### config.mk
export PLATFORM = sky130hd
export DESIGN_NAME = numeric_literal_classifier
export DESIGN_NICKNAME = d
export VERILOG_FILES = /design/src/hw/rtl/nlc_pkg.sv /design/src/hw/rtl/nlc_scan.sv /design/src/hw/rtl/numeric_literal_classifier.sv
export SDC_FILE = /design/constraint.sdc
export NUM_CORES = 1
export LEC_CHECK = 0
export ABC_AREA = 1
export CAP_MARGIN = 10
export CORE_MARGIN = 2
export CORE_UTILIZATION = 40
export CTS_CLUSTER_SIZE = 24
export DETAILED_ROUTE_END_ITERATION = 16
export DONT_BUFFER_PORTS = 1
export SYNTH_ARGS = -nofsm -noshare
export SYNTH_HDL_FRONTEND = slang
export SYNTH_SLANG_ARGS = --single-unit
### constraint.sdc
create_clock -name clk -period 2.3 [get_ports clk]
set_input_delay 0.345 -clock clk [delete_from_list [all_inputs] [get_ports clk]]
set_output_delay 0.345 -clock clk [all_outputs]
set_load 0.05 [all_outputs]
### src/hw/rtl/nlc_pkg.sv
`timescale 1ns / 1ps

package nlc_pkg;

  // Result codes
  typedef enum logic [1:0] {
    CLS_INT     = 2'd0,
    CLS_FIXED   = 2'd1,
    CLS_FLOAT   = 2'd2,
    CLS_INVALID = 2'd3
  } class_t;

  // Integer recognizer states
  typedef enum logic [3:0] {
    IS_START = 4'd0,
    IS_ZERO  = 4'd1,
    IS_OCT   = 4'd2,
    IS_HEX   = 4'd3,
    IS_DEC   = 4'd4,
    IS_U     = 4'd5,
    IS_UL    = 4'd6,
    IS_ULL   = 4'd7,
    IS_L     = 4'd8,
    IS_LL    = 4'd9,
    IS_LU    = 4'd10,
    IS_LLU   = 4'd11,
    IS_DEAD  = 4'd12
  } int_state_t;

  // Float-body scanner states
  typedef enum logic [3:0] {
    BS_START = 4'd0,
    BS_ZERO  = 4'd1,
    BS_DECI  = 4'd2,
    BS_DECF  = 4'd3,
    BS_HEXI  = 4'd4,
    BS_HEXF  = 4'd5,
    BS_EXP0  = 4'd6,
    BS_EXPD  = 4'd7,
    BS_DONE  = 4'd8
  } body_state_t;

  // Fixed-point suffix states
  typedef enum logic [2:0] {
    FX_START = 3'd0,
    FX_U     = 3'd1,
    FX_LH    = 3'd2,
    FX_QUAL  = 3'd3,
    FX_DEAD  = 3'd4
  } fix_state_t;

  // Floating suffix states
  typedef enum logic [1:0] {
    FL_START = 2'd0,
    FL_SUF   = 2'd1,
    FL_DEAD  = 2'd2
  } flt_state_t;

  // Scanner result handed to the output stage
  typedef struct packed {
    logic   fire;
    class_t cls;
  } scan_result_t;

  // Character codes
  localparam logic [7:0] CH_0      = 8'h30;
  localparam logic [7:0] CH_1      = 8'h31;
  localparam logic [7:0] CH_7      = 8'h37;
  localparam logic [7:0] CH_9      = 8'h39;
  localparam logic [7:0] CH_DOT    = 8'h2e;
  localparam logic [7:0] CH_PLUS   = 8'h2b;
  localparam logic [7:0] CH_MINUS  = 8'h2d;
  localparam logic [7:0] CH_UP_A   = 8'h41;
  localparam logic [7:0] CH_UP_E   = 8'h45;
  localparam logic [7:0] CH_UP_F   = 8'h46;
  localparam logic [7:0] CH_UP_H   = 8'h48;
  localparam logic [7:0] CH_UP_K   = 8'h4b;
  localparam logic [7:0] CH_UP_L   = 8'h4c;
  localparam logic [7:0] CH_UP_P   = 8'h50;
  localparam logic [7:0] CH_UP_R   = 8'h52;
  localparam logic [7:0] CH_UP_U   = 8'h55;
  localparam logic [7:0] CH_UP_X   = 8'h58;
  localparam logic [7:0] CH_LO_A   = 8'h61;
  localparam logic [7:0] CH_LO_F   = 8'h66;
  localparam logic [7:0] CH_LO_L   = 8'h6c;
  localparam logic [7:0] CH_LO_X   = 8'h78;
  localparam logic [7:0] CH_LO_Z   = 8'h7a;
  localparam logic [7:0] CASE_DIFF = 8'h20;

endpackage

### src/hw/rtl/nlc_scan.sv
`timescale 1ns / 1ps

module nlc_scan import nlc_pkg::*; (
  input  logic         clk,
  input  logic         rst,
  input  logic         accept,
  input  logic [7:0]   char_code,
  input  logic         last_char,
  output scan_result_t result
);

  // Character class helpers
  function automatic logic is_dec(input logic [7:0] c);
    return (c >= CH_0) && (c <= CH_9);
  endfunction

  function automatic logic is_oct(input logic [7:0] c);
    return (c >= CH_0) && (c <= CH_7);
  endfunction

  function automatic logic is_hex(input logic [7:0] c);
    return is_dec(c) || ((c >= CH_LO_A) && (c <= CH_LO_F)) ||
           ((c >= CH_UP_A) && (c <= CH_UP_F));
  endfunction

  function automatic logic [7:0] to_upper(input logic [7:0] c);
    return ((c >= CH_LO_A) && (c <= CH_LO_Z)) ? (c - CASE_DIFF) : c;
  endfunction

  int_state_t  int_state, int_state_next;
  body_state_t body_state, body_state_next;
  fix_state_t  fix_state, fix_state_next;
  flt_state_t  flt_state, flt_state_next;
  logic        long_case, long_case_next;

  logic [7:0] up;
  logic       same_long;
  logic       take_entry;
  logic       u_is_l;
  logic       qual;
  logic       lh;

  assign up        = to_upper(char_code);
  assign u_is_l    = (up == CH_UP_L);
  assign same_long = (char_code == (long_case ? CH_LO_L : CH_UP_L));
  assign qual      = (up == CH_UP_K) || (up == CH_UP_R);
  assign lh        = (up == CH_UP_L) || (up == CH_UP_H);

  // Integer recognizer, including suffix letters
  always_comb begin
    int_state_next = IS_DEAD;
    long_case_next = long_case;
    take_entry     = 1'b0;
    case (int_state)
      IS_START: begin
        if (char_code == CH_0) int_state_next = IS_ZERO;
        else if ((char_code >= CH_1) && (char_code <= CH_9)) int_state_next = IS_DEC;
      end
      IS_ZERO: begin
        if ((char_code == CH_LO_X) || (char_code == CH_UP_X)) int_state_next = IS_HEX;
        else if (is_oct(char_code)) int_state_next = IS_OCT;
        else take_entry = 1'b1;
      end
      IS_OCT: begin
        if (is_oct(char_code)) int_state_next = IS_OCT;
        else take_entry = 1'b1;
      end
      IS_HEX: begin
        if (is_hex(char_code)) int_state_next = IS_HEX;
        else take_entry = 1'b1;
      end
      IS_DEC: begin
        if (is_dec(char_code)) int_state_next = IS_DEC;
        else take_entry = 1'b1;
      end
      IS_U: begin
        if (u_is_l) begin
          int_state_next = IS_UL;
          long_case_next = (char_code == CH_LO_L);
        end
      end
      IS_UL: begin
        if (same_long) int_state_next = IS_ULL;
      end
      IS_L: begin
        if (same_long) int_state_next = IS_LL;
        else if (up == CH_UP_U) int_state_next = IS_LU;
      end
      IS_LL: begin
        if (up == CH_UP_U) int_state_next = IS_LLU;
      end
      default: int_state_next = IS_DEAD;
    endcase
    // first suffix letter after the digits
    if (take_entry) begin
      if (up == CH_UP_U) begin
        int_state_next = IS_U;
      end else if (u_is_l) begin
        int_state_next = IS_L;
        long_case_next = (char_code == CH_LO_L);
      end
    end
  end

  // Float-body scanner; once done it stays done
  always_comb begin
    body_state_next = BS_DONE;
    case (body_state)
      BS_START: begin
        if (char_code == CH_0) body_state_next = BS_ZERO;
        else if (is_dec(char_code)) body_state_next = BS_DECI;
        else if (char_code == CH_DOT) body_state_next = BS_DECF;
        else if (up == CH_UP_E) body_state_next = BS_EXP0;
      end
      BS_ZERO: begin
        if (up == CH_UP_X) body_state_next = BS_HEXI;
        else if (is_dec(char_code)) body_state_next = BS_DECI;
        else if (char_code == CH_DOT) body_state_next = BS_DECF;
        else if (up == CH_UP_E) body_state_next = BS_EXP0;
      end
      BS_DECI: begin
        if (is_dec(char_code)) body_state_next = BS_DECI;
        else if (char_code == CH_DOT) body_state_next = BS_DECF;
        else if (up == CH_UP_E) body_state_next = BS_EXP0;
      end
      BS_DECF: begin
        if (is_dec(char_code)) body_state_next = BS_DECF;
        else if (up == CH_UP_E) body_state_next = BS_EXP0;
      end
      BS_HEXI: begin
        if (is_hex(char_code)) body_state_next = BS_HEXI;
        else if (char_code == CH_DOT) body_state_next = BS_HEXF;
        else if (up == CH_UP_P) body_state_next = BS_EXP0;
      end
      BS_HEXF: begin
        if (is_hex(char_code)) body_state_next = BS_HEXF;
        else if (up == CH_UP_P) body_state_next = BS_EXP0;
      end
      BS_EXP0: begin
        if ((char_code == CH_PLUS) || (char_code == CH_MINUS) || is_dec(char_code))
          body_state_next = BS_EXPD;
      end
      BS_EXPD: begin
        if (is_dec(char_code)) body_state_next = BS_EXPD;
      end
      default: body_state_next = BS_DONE;
    endcase
  end

  // Suffix recognizers see every char from the one that ends the body
  always_comb begin
    fix_state_next = fix_state;
    flt_state_next = flt_state;
    if (body_state_next == BS_DONE) begin
      case (fix_state)
        FX_START: begin
          if (up == CH_UP_U) fix_state_next = FX_U;
          else if (lh) fix_state_next = FX_LH;
          else if (qual) fix_state_next = FX_QUAL;
          else fix_state_next = FX_DEAD;
        end
        FX_U: begin
          if (lh) fix_state_next = FX_LH;
          else if (qual) fix_state_next = FX_QUAL;
          else fix_state_next = FX_DEAD;
        end
        FX_LH: fix_state_next = qual ? FX_QUAL : FX_DEAD;
        default: fix_state_next = FX_DEAD;
      endcase
      if ((flt_state == FL_START) && ((up == CH_UP_F) || u_is_l))
        flt_state_next = FL_SUF;
      else
        flt_state_next = FL_DEAD;
    end
  end

  // Classification with priority: integer, fixed, floating, invalid
  always_comb begin
    result.fire = accept && last_char;
    if ((int_state_next != IS_START) && (int_state_next != IS_DEAD))
      result.cls = CLS_INT;
    else if ((body_state_next == BS_DONE) && (fix_state_next == FX_QUAL))
      result.cls = CLS_FIXED;
    else if ((body_state_next != BS_DONE) || (flt_state_next == FL_SUF))
      result.cls = CLS_FLOAT;
    else
      result.cls = CLS_INVALID;
  end

  // State update; the final char of a token returns everything to start
  always_ff @(posedge clk) begin
    if (rst || (accept && last_char)) begin
      int_state  <= IS_START;
      body_state <= BS_START;
      fix_state  <= FX_START;
      flt_state  <= FL_START;
      long_case  <= 1'b0;
    end else if (accept) begin
      int_state  <= int_state_next;
      body_state <= body_state_next;
      fix_state  <= fix_state_next;
      flt_state  <= flt_state_next;
      long_case  <= long_case_next;
    end
  end

endmodule

### src/hw/rtl/numeric_literal_classifier.sv
`timescale 1ns / 1ps
// Numeric literal classifier.
// Input channel: one character of a preprocessing-number token per item
// (char_code, last_char), handshake char_valid / char_stall.
// Output channel: one number_class item per token (0 integer, 1 fixed-point,
// 2 floating, 3 invalid), handshake class_valid / class_stall.
// Throughput: one character per clock while char_stall is low; the
// recognizer state advances on every accepted item in a single pass of
// logic ahead of the state registers. Output: the class is registered
// and appears in the cycle after the final character of its token is
// accepted. Characters that are not final give no output item.
// Reset: all recognizers go to their start state and the output register
// is emptied; the next accepted character opens a new token.
// Stall: while the output register holds a class that the receiver stalls,
// char_stall is raised and no character is taken; once the class is taken,
// a new character is accepted in the same cycle.
module numeric_literal_classifier import nlc_pkg::*; (
  input  logic       clk,
  input  logic       rst,
  input  logic       char_valid,
  output logic       char_stall,
  input  logic [7:0] char_code,
  input  logic       last_char,
  output logic       class_valid,
  input  logic       class_stall,
  output logic [1:0] number_class
);

  logic         accept;
  scan_result_t result;

  // Stall the input only when the output register is full and held
  assign char_stall = class_valid && class_stall;
  assign accept     = char_valid && !char_stall;

  nlc_scan u_scan (
    .clk       (clk),
    .rst       (rst),
    .accept    (accept),
    .char_code (char_code),
    .last_char (last_char),
    .result    (result)
  );

  // Output register
  always_ff @(posedge clk) begin
    if (rst) begin
      class_valid <= 1'b0;
    end else if (result.fire) begin
      class_valid <= 1'b1;
    end else if (!class_stall) begin
      class_valid <= 1'b0;
    end
  end

  always_ff @(posedge clk) begin
    if (result.fire) begin
      number_class <= result.cls;
    end
  end

endmodule

==> metrics.yaml <==
flow_run:
  maxCapViolations: 0
cells_and_area:
  area_growth_pct: 6.616
  nets: 347
  antenna_cells: 0
  drive_above_1_share_pct: 8.788
timing:
  report.final.slew_viol_count: 0
  hold_violations: 0
  setup_viol: 0
  worst_pin_slew_ns: 0.4579
  slew_headroom_pct: 69.54
  rsz0062_at_grt: "false"
  fin_crit_sh_pct: 86.24
  fin_setup_tns_ns: 0
  fmax_mhz: 504.1
  fin_skew_ns: 0.008434
  holdWs_ns: 0.2593
  min_period_ns: 1.984
cts:
  root_buffer: "clkbuf_8"
  cts_sinks: 17
  cts_made_buffers: 3
  cts-resized-gates: 0
  path_clk_slew_ns: 0.07
  clock_latency_ns: 0.25
  cts_setup_buffers: 0
  cts_hold_buf: 0
  ctsLongestPathBuffers: 2
  cts_tree: "built"
  cts_max_level: 1
setup_path:
  reg2reg_slack_ns: 0.48
  path_class: "in2reg"
  required_ns: 2.31
  critPathMaxFanout: 5
  crit_chain: "inv_2 -> nand2_1 -> nor2_2 -> nand2_2 -> nand2_4 -> nand2_1 -> a21oi_1 -> nand3_1 -> nand2_1 -> o21ai_0 -> nand2_1 -> inv_1 -> nor2_1 -> nor2_1"
  crit_start: "char_code[7]"
  worstPathArrival_ns: 2.00
  crit_path_end: "number_class[1]$_SDFFCE_PP0P_"
  cp-start-kind: "primary input"
  reg2reg_from: "u_scan.int_state[3]$_SDFFE_PP0P_"
  crit_path_end_kind: "flop"
  r2r_end: "number_class[1]$_SDFFCE_PP0P_"
  crit_path_frequent_cell: "nand2_1"
  rr_worst_depth: 10
  slowest_delay_ns: 0.35
  slowest_stage: "a21oi_1"
floorplanning:
  fp.dieH_um: 71.37
  die_w_um: 71.37
  rows: 24
  ios: 17
  start_util_pct: 41.70
  design.core.area_sq_um: 4354
  dieArea_sq_um: 5094
grt:
  met1_usage_pct: 26.50
  use_met3_pct: 2.813
  busiest_layer: "met2"
  grt_pass1_vias: 1855
  grt_antenna_before_repair: 0
  use_met2_pct: 33.13
  grt_use_total_pct: 19.50
  grt.overflow.total: 0
  grt_max_degree: 17
  grt_pass1_wl_um: 8252
logic_synthesis:
  syn_area_per_cell_sq_um: 5.569
  yosysWarnings: 0
  yosys.cell_types.count: 31
  synth-seq-area-share_pct: 19.85
  synth-edff-count: 2
  ys_ff_latch: 17
  syn-cell-area_sq_um: 1815
  async_reset_ff_share_pct: 0
  postSynthNetCount: 342
  synth_cells: 326
  synth_ff_type: "dfxtp_1"
routing:
  via_per_inst: 5.466
  drt_iter0_drc: 129
  drc: 0
  wirelength_um: 4728
  wl_per_cell_um: 12.38
  vias: 2088
  ant_nets: 0
  drt_pass1_iterations: 4
pwr:
  p_leak_uw: 0.0009880
  vdd_drop_max_mv: 0.2523
  power.total_uw: 874.7
  p_per_area_nw_per_um2: 451.9
place:
  gp_congestion: 0.8949
  hpwl_um: 3870
  numPortBuffers: 0
status:
  status: "finished, final reports clean"
min_path:
  holdCritPathClass: "in2reg"
-- Yosys cell counts (all sizes together), types with 3 or more instances --
cell,n,area [sq um]
a21oi,20,107.6
a31oi,3,18.77
dfxtp,15,300.3
ha,3,37.54
inv,58,217.7
nand2,82,340.3
nand3,29,170.2
nand4,8,50.05
nor2,54,220.2
nor3,13,65.06
o21ai,24,123.9
-- metrics by stage --
step	instances	area, sq um	worst slack [ns]	utilization [%]
floorplan	326	1815	0.3164	-
global placement	378	1889	0.03850	43.39
detailed placement	378	1889	0.05179	43.39
CTS	382	1936	0.3186	44.45
global route	382	1936	0.1219	44.45
finish	382	1936	0.3164	44.45
-- worst max-delay path, delay by kind of cell --
| family | cells | cell delay (ns) |
|---|---|---|
| simple gates | 10 | 1.08 |
| buf+inv | 2 | 0.13 |
| compound gates | 2 | 0.44 |
-- placed cells by master, fill, tap and decap left out, types with 3 or more instances in the layout --
master,netlist,layout
nand2_1,73,73
inv_1,56,56
nor2_1,51,51
nand3_1,24,24
o21ai_0,21,21
a21oi_1,18,18
dfxtp_1,15,15
nor3_1,13,13
nand4_1,8,8
nand2_2,7,7
nand3_2,5,5
a31oi_1,3,3
ha_1,3,3
clkbuf_8,0,3
buf_4,0,3
-- logic make-up (layout without fill, tap and decap cells) --
logic type | count (synthesis) | in the layout | share of synthesized area [%]
compound gates | 56 | 56 | 17.64
fa+ha+maj | 3 | 3 | 2.068
buf+inv | 61 | 65 | 12.75
flops | 17 | 17 | 19.85
simple gates | 189 | 189 | 47.69
-- per-layer routing --
metal | vias to the layer above | part of all wire, %
li1 | 1079 | -
met1 | 954 | 47
met2 | 49 | 47
met3 | 6 | 4.8
met4 | 0 | 1.2
met5 | - | 0
-- area by class of cell --
type | instances | area [sq um]
clock buffers | 3 | 41.29
clock inverters | 1 | 5.005
fillers | 475 | 2419
inverters | 58 | 217.7
multi-input cells | 248 | 1224
flip-flops and latches | 17 | 360.3
well taps | 52 | 65.06
repair buffers | 3 | 22.52
-- worst min path at each step --
stage / startpoint / end / cells past startpoint
2_1_floorplan: u_scan.flt_state[0]$_SDFFE_PP0P_ / u_scan.flt_state[0]$_SDFFE_PP0P_ / 2
3_3_place_gp: u_scan.flt_state[0]$_SDFFE_PP0P_ / u_scan.flt_state[0]$_SDFFE_PP0P_ / 2
3_5_place_dp: u_scan.flt_state[0]$_SDFFE_PP0P_ / u_scan.flt_state[0]$_SDFFE_PP0P_ / 2
4_1_cts: rst / class_valid$_SDFFE_PP0P_ / 3
5_1_grt: rst / class_valid$_SDFFE_PP0P_ / 3
6_report: rst / class_valid$_SDFFE_PP0P_ / 3
-- flip-flops by register name, indices dropped and copies added (netlist names) --
register / count
u_scan.fix_state: 3
number_class: 2
u_scan.body_state: 4
u_scan.int_state: 4
u_scan.flt_state: 2
class_valid: 1
u_scan.long_case: 1
-- power by group --
group	switching (uW)	internal (uW)	leakage, uW	total (uW)
clock	99.0	120	0.0000255	219
sequential	35.7	328	0.000142	364
combinational	199	92.9	0.000821	292
total	334	541	0.000988	875
Note: power is estimated with default switching activity, not from simulation.
